<file path="config.mk">
export PLATFORM = sky130hd
export DESIGN_NAME = rounded_integer_square_root_top
export DESIGN_NICKNAME = d
export VERILOG_FILES = /design/src/rtl/rsq_pkg.sv /design/src/rtl/rsq_stage.sv /design/src/rtl/rounded_integer_square_root_top.sv
export SDC_FILE = /design/constraint.sdc
export NUM_CORES = 1
export LEC_CHECK = 0
export BUFFER_PORTS_ARGS = -buffer_cell sky130_fd_sc_hd__buf_2
export CAP_MARGIN = 30
export CORE_ASPECT_RATIO = 0.6
export CORE_MARGIN = 4
export CORE_UTILIZATION = 40
export CTS_CLUSTER_DIAMETER = 80
export DETAILED_ROUTE_END_ITERATION = 6
export RECOVER_POWER = 25
export SLEW_MARGIN = 20
export SYNTH_ARGS = -nofsm -noshare
export SYNTH_HDL_FRONTEND = slang
export SYNTH_SLANG_ARGS = --single-unit
</file>
<file path="constraint.sdc">
create_clock -name clk -period 9.01 [get_ports clk]
set_clock_uncertainty 0.15 [all_clocks]
set_input_delay 1.802 -clock clk [delete_from_list [all_inputs] [get_ports clk]]
set_output_delay 1.802 -clock clk [all_outputs]
set_load 0.01 [all_outputs]
</file>
<file path="src/rtl/rsq_pkg.sv">
// Package for the rounded integer square root block.
// Holds the per-stage control struct and the digit-step tail constants.
// No dependencies.
package rsq_pkg;

  // Control bits that travel down the pipeline with each transaction.
  typedef struct packed {
    logic valid;
    logic last;
  } rsq_ctl_t;

  // Low bits appended to the shifted partial root in a digit step.
  localparam logic [1:0] ADD_TAIL = 2'b11;
  localparam logic [1:0] SUB_TAIL = 2'b01;

endpackage

</file>
<file path="src/rtl/rsq_stage.sv">
// One registered non-restoring square root digit step.
// Depends on rsq_pkg for the control struct and tail constants.
module rsq_stage #(
  parameter int STEPS = 16,
  parameter int RW    = 20,
  parameter int STAGE = 0
) (
  input  logic                  clk,
  input  logic                  rst,
  input  logic                  adv,
  input  rsq_pkg::rsq_ctl_t     ctl_in,
  input  logic [2*STEPS-1:0]    rad_in,
  input  logic [RW-1:0]         r_in,
  input  logic [STEPS-1:0]      q_in,
  output rsq_pkg::rsq_ctl_t     ctl_out,
  output logic [2*STEPS-1:0]    rad_out,
  output logic [RW-1:0]         r_out,
  output logic [STEPS-1:0]      q_out
);
  import rsq_pkg::*;

  // Radicand pair consumed by this stage, most significant pair first.
  localparam int PAIR = STEPS - 1 - STAGE;

  logic [1:0]       pair;
  logic             neg;
  logic [RW-1:0]    r_sh;
  logic [RW-1:0]    q_term;
  logic [RW-1:0]    r_next;
  logic [STEPS-1:0] q_next;

  // Bring down two bits, then add or subtract the shifted root.
  always_comb begin
    pair   = rad_in[2*PAIR+1 -: 2];
    neg    = r_in[RW-1];
    r_sh   = {r_in[RW-3:0], pair};
    q_term = RW'({q_in, (neg ? ADD_TAIL : SUB_TAIL)});
    r_next = neg ? (r_sh + q_term) : (r_sh - q_term);
    q_next = {q_in[STEPS-2:0], ~r_next[RW-1]};
  end

  // Valid bit is reset; payload registers load whenever the stage advances.
  always_ff @(posedge clk) begin
    if (adv) begin
      ctl_out.last <= ctl_in.last;
      rad_out      <= rad_in;
      r_out        <= r_next;
      q_out        <= q_next;
    end
    if (rst) begin
      ctl_out.valid <= 1'b0;
    end else if (adv) begin
      ctl_out.valid <= ctl_in.valid;
    end
  end

endmodule

</file>
<file path="src/rtl/rounded_integer_square_root_top.sv">
// Rounded integer square root: returns the radicand's square root rounded to
// the nearest integer, with last_out copied from last_in. The block is a
// pipeline of (RADICAND_BITS+1)/2 digit-step stages, one non-restoring step
// per stage, followed by a remainder correction stage and a rounding stage.
// One transaction is accepted every cycle; a stall on the output lets empty
// stages fill up before in_ready drops.
// Depends on rsq_pkg and rsq_stage.
module rounded_integer_square_root_top #(
  parameter int RADICAND_BITS = 32
) (
  input  logic                             clk,
  input  logic                             rst,
  input  logic                             in_valid,
  output logic                             in_ready,
  input  logic [RADICAND_BITS-1:0]         radicand,
  input  logic                             last_in,
  output logic                             out_valid,
  input  logic                             out_ready,
  output logic [(RADICAND_BITS+1)/2:0]     root,
  output logic                             last_out
);
  import rsq_pkg::*;

  localparam int STEPS     = (RADICAND_BITS + 1) / 2;
  localparam int ROOT_BITS = STEPS + 1;
  localparam int RADW      = 2 * STEPS;
  localparam int RW        = STEPS + 4;

  rsq_ctl_t         ctl [0:STEPS];
  logic [RADW-1:0]  rad [0:STEPS];
  logic [RW-1:0]    rem [0:STEPS];
  logic [STEPS-1:0] q   [0:STEPS];
  logic             adv [0:STEPS-1];

  // Correction stage and rounding stage registers.
  rsq_ctl_t         fa_ctl;
  logic [RW-1:0]    fa_rem;
  logic [STEPS-1:0] fa_q;
  logic             fa_adv;
  logic             fb_adv;
  logic [RW-1:0]    rem_fix;
  logic [ROOT_BITS-1:0] root_next;

  // Pipeline entry.
  assign ctl[0].valid = in_valid;
  assign ctl[0].last  = last_in;
  assign rad[0]       = RADW'(radicand);
  assign rem[0]       = '0;
  assign q[0]         = '0;

  // A stage advances when it is empty or the stage after it advances.
  assign fb_adv = ~out_valid | out_ready;
  assign fa_adv = ~fa_ctl.valid | fb_adv;
  assign in_ready = adv[0];

  for (genvar k = 0; k < STEPS; k++) begin : g_step
    if (k == STEPS - 1) begin : g_tail
      assign adv[k] = ~ctl[k+1].valid | fa_adv;
    end else begin : g_mid
      assign adv[k] = ~ctl[k+1].valid | adv[k+1];
    end

    rsq_stage #(
      .STEPS (STEPS),
      .RW    (RW),
      .STAGE (k)
    ) u_stage (
      .clk     (clk),
      .rst     (rst),
      .adv     (adv[k]),
      .ctl_in  (ctl[k]),
      .rad_in  (rad[k]),
      .r_in    (rem[k]),
      .q_in    (q[k]),
      .ctl_out (ctl[k+1]),
      .rad_out (rad[k+1]),
      .r_out   (rem[k+1]),
      .q_out   (q[k+1])
    );
  end

  // Correction stage: make a negative remainder non-negative.
  always_ff @(posedge clk) begin
    if (fa_adv) begin
      fa_ctl.last <= ctl[STEPS].last;
      fa_q        <= q[STEPS];
      fa_rem      <= rem[STEPS][RW-1] ?
                     (rem[STEPS] + RW'({q[STEPS], 1'b1})) : rem[STEPS];
    end
    if (rst) begin
      fa_ctl.valid <= 1'b0;
    end else if (fa_adv) begin
      fa_ctl.valid <= ctl[STEPS].valid;
    end
  end

  // Rounding stage: round up when the remainder exceeds the floor root.
  always_comb begin
    rem_fix   = fa_rem;
    root_next = ROOT_BITS'(fa_q) + ROOT_BITS'(rem_fix > RW'(fa_q));
  end

  always_ff @(posedge clk) begin
    if (rst) begin
      out_valid <= 1'b0;
    end else if (fb_adv) begin
      out_valid <= fa_ctl.valid;
    end
  end

  always_ff @(posedge clk) begin
    if (fb_adv) begin
      root     <= root_next;
      last_out <= fa_ctl.last;
    end
  end

  // The rounded root never exceeds 2^STEPS.
  a_root_range: assert property (@(posedge clk) disable iff (rst)
    out_valid |-> (root <= {1'b1, {STEPS{1'b0}}}))
    else $error("root out of range");

  // After correction the remainder is non-negative.
  a_rem_nonneg: assert property (@(posedge clk) disable iff (rst)
    fa_ctl.valid |-> !fa_rem[RW-1])
    else $error("corrected remainder negative");

  // The true remainder is bounded by twice the floor root.
  a_rem_bound: assert property (@(posedge clk) disable iff (rst)
    fa_ctl.valid |-> (fa_rem <= RW'({fa_q, 1'b0})))
    else $error("remainder above 2q");

  // Input back-pressure only when the output is stalled.
  a_ready_stall: assert property (@(posedge clk) disable iff (rst)
    !in_ready |-> (out_valid && !out_ready && fa_ctl.valid))
    else $error("in_ready low without a full stalled pipeline");

endmodule

</file>
==> results.md <==
- H-Tree Depth: 3
- Gr ovfl total: 0
- Critical path class: primary input to output port
- Antenna Cells: 0
- Storage element area: roughly 22000 µm²
- CP Buf/Inv Count: 6
- Status: complete, no violations
- Critical Path RT: 7.06 ns
- CP peak stage delay: 0.40 ns
- Post-synthesis sequential area ratio: roughly three fifths
- Post-synth top area share: between 60% and 70%
- Clk sinks: between 700 and 800
- Syn-to-layout area delta: 12.5%
- XOR/XNOR Fraction of Synth Area: 8.38%
- Worst Path Max Fanout: between 40 and 50
- DPL Wire Length: 53200 µm
- # nets final: around 3200
- Cell family with most CP delay: simple AND/OR/NAND/NOR gates
- Top-count cell post-synth: edfxtp_1
- Post-CTS setup buffer count: 0
- Ys flop type: edfxtp_1
- # DRC: 0
- Most frequent cells after synthesis: edfxtp_1, xnor2_1, ha_1, a21oi_1, nor2_1
- Dominant cells by area after synthesis: edfxtp_1, ha_1, xnor2_1
- Number of synthesized flops with an enable pin: 724
- Crit end category: output port
- Area of the multi-input gates: roughly 13000 µm²
- Global placement routability congestion: a little under 0.9
- Wire per inst: 17.4 µm
- Initial antenna violation count: 1
- Syn Inst Count: about 2700
- Tmin final: approximately 6.8 ns
- Transition time of the tightest slew-check pin: a little under 1 ns
- DRT Pass-1 Iters: 5
- Net Count, Synth: between 3000 and 4000
- Worst path arrival time: a little under 5 ns
- Clock Path Buffers: 3
- Largest area contributor in the netlist: edfxtp_1
- CP max-delay cell: nor3_2
- Filler cells: approximately 7800
- Post-CTS resize count: 0
- Reg-to-reg slack, setup: around 4.6 ns
- Asr flop ratio synth: 0%
- Layout cells sized above 1: roughly 7.5%
- Vias: 21300
- Row count: between 80 and 90
- Min-delay worst type: flip-flop to flip-flop
- Post-Synthesis Cell Area: between 30000 and 40000 µm²
- Fin crit share: between 70% and 80%
- Drt total wl: 71600 µm
- # hold bufs at CTS: 0
- Initial core utilization: between 40% and 50%
- Main combinational cell family by area after synthesis: compound AO/OA/AOI/OAI gates
- CTS root buf: clkbuf_16
- Yosys cell types: 76
- F_max: 147 MHz
- DIE WIDTH: just under 400 µm
- RR Startpoint: g_step[12].u_stage.r_out[19]$_DFFE_PP_
- Simple-Gate Fraction of Synth Area: 6.94%
- Total negative slack: 0 ns
- Synth Area in Compound Gates: between 10% and 20%
- Yosys warns: 0
- Post-route ant nets: 0
- 1st-iter DRT viols: between 1500 and 2000
- # IOs: between 50 and 60
- CP startpoint kind: primary input
- Aggregate global-route resource usage: between 10% and 20%
- DR vias/cell: slightly above 5
- R2r endpoint: g_step[13].u_stage.q_out[0]$_DFFE_PP_
- Endpoints failing setup: 0
- CTS Buf Count: 74
- Final Hold Fails: 0
- Adder-Cell Fraction of Synth Area: 9.80%
- Vias in the first global route: ~21000
- Multiplexer share of the synthesized area: less than 1%
- Die Y: ~240 µm
- Flops & latches, synth: ~740
- WP depth: 14
- IO Port Bufs: 56
- Rel. slew slack: 33.7%
- Avg Inst Size Synth: 13.2 µm²
- Clock Latency Late Sink: about 0.64 ns
- Pin count of the biggest net entering global routing: 49
- CTS tree: built
- Register-to-Register Path Depth: 11
- Max-slew violations: 0
- CTS clk-pin slew, worst paths: 0.06 ns
- RSZ-0062 raised after global routing: no
- CP endpoint: in_ready
- Worst path cell trace: buf_2 > nor2b_2 > inv_2 > nor2_1 > nand2_1 > buf_4 > nor2_2 > inv_2 > nor3_2 > nand3_2 > nor2_2 > nand4_1 > buf_4 > buf_2
- Worst setup path startpoint: out_ready
- Number of max-cap violations: 0
- Die ar.: about 95000 µm²
- Core Area: ~88000 µm²
- First-pass GRT wire length: 115000 µm
registers in the layout, summed over array words and instances (netlist names), 2 cells and up:
| signal | cells |
|---|---|
| fa_rem | 20 |
| fa_ctl | 2 |
| g_step.u_stage.rad_out | 240 |
| g_step.u_stage.q_out | 136 |
| root | 17 |
| fa_q | 16 |
| g_step.u_stage.ctl_out | 32 |
| g_step.u_stage.r_out | 277 |
area by class of cell:
class / count / share of cell area [%]
clock inverters: 42 / 1.23
inverters: 163 / 1.51
flip-flops and latches: 742 / 54.5
repair buffers: 78 / 1.39
multi-input cells: 1792 / 32.7
clock buffers: 94 / 4.96
well taps: 1204 / 3.72
worst reg2reg max path, cell delays in order (launching register included):
cell and delay, ns:
edfxtp_1 0.35, buf_4 0.23, xnor2_1 0.20, ha_1 0.24, or3_1 0.42, o221ai_1 0.36, o21ai_1 0.21, a31oi_1 0.37
nor2_1 0.14, a311oi_1 0.43, a21oi_1 0.19, xnor2_1 0.79
placed cells by master (no fill, tap or decap), types with 14 or more instances in the layout:
cell type,Yosys,layout
o21a_1,68,68
xnor2_1,291,291
nor2b_1,36,36
a21oi_1,186,186
ha_1,279,279
inv_1,156,156
nand3_1,38,35
a21boi_1,20,20
nor2_1,183,183
edfxtp_1,724,724
a211oi_1,19,19
nand2_1,117,115
xor2_1,54,54
clkbuf_1,22,15
o31ai_1,14,14
o21ai_0,43,43
nor3_1,40,40
a31oi_1,15,15
o211ai_1,19,19
nand4_1,25,25
buf_2,0,56
a21o_1,63,63
nand2b_1,34,34
clkbuf_16,0,77
o21ai_1,77,77
dfxtp_1,18,18
per-stage QoR:
stage	setup slack, ns	hold slack, ns	util (%)	cell area, µm²	cells
3_5_place_dp	1.86	0.255	42.9	38000	3975
5_1_grt	1.92	0.266	45.8	40500	4115
4_1_cts	1.86	0.253	45.7	40500	4111
6_report	2.22	0.250	45.8	40500	4115
3_3_place_gp	1.92	0.251	42.8	37800	3970
2_1_floorplan	0.556	0.250	-	36100	2725
per-layer routing:
metal	GRT usage, %	vias up	part of all wire [%]
met1	25.6	10300	56
met4	3.35	0	1.7
met2	19.1	545	36
met3	2.60	98	5.6
met5	0	-	0
li1	-	10400	-
logic make-up (layout without fill, tap and decap cells):
logic type,Yosys count,in the layout
buf+inv,191,377
compound gates,621,621
mux,15,15
xor+xnor,345,345
simple gates,530,530
fa+ha+maj,281,281
flops,742,742
worst min path at each step:
stage	startpoint	endpoint	slack (ns)	cells after the start
finish	g_step[11].u_stage.rad_out[2]$_DFFE_PP_	g_step[12].u_stage.rad_out[2]$_DFFE_PP_	0.25	0
global route	g_step[11].u_stage.rad_out[2]$_DFFE_PP_	g_step[12].u_stage.rad_out[2]$_DFFE_PP_	0.27	0
CTS	g_step[11].u_stage.rad_out[2]$_DFFE_PP_	g_step[12].u_stage.rad_out[2]$_DFFE_PP_	0.25	0
detailed placement	g_step[0].u_stage.rad_out[25]$_DFFE_PP_	g_step[1].u_stage.rad_out[25]$_DFFE_PP_	0.25	0
global placement	g_step[6].u_stage.rad_out[15]$_DFFE_PP_	g_step[7].u_stage.rad_out[15]$_DFFE_PP_	0.25	0
floorplan	g_step[15].u_stage.ctl_out[0]$_DFFE_PP_	fa_ctl[0]$_DFFE_PP_	0.25	0
Power is not shown: default switching activity piles up to over one toggle a cycle in this logic, so the estimate is an artifact.
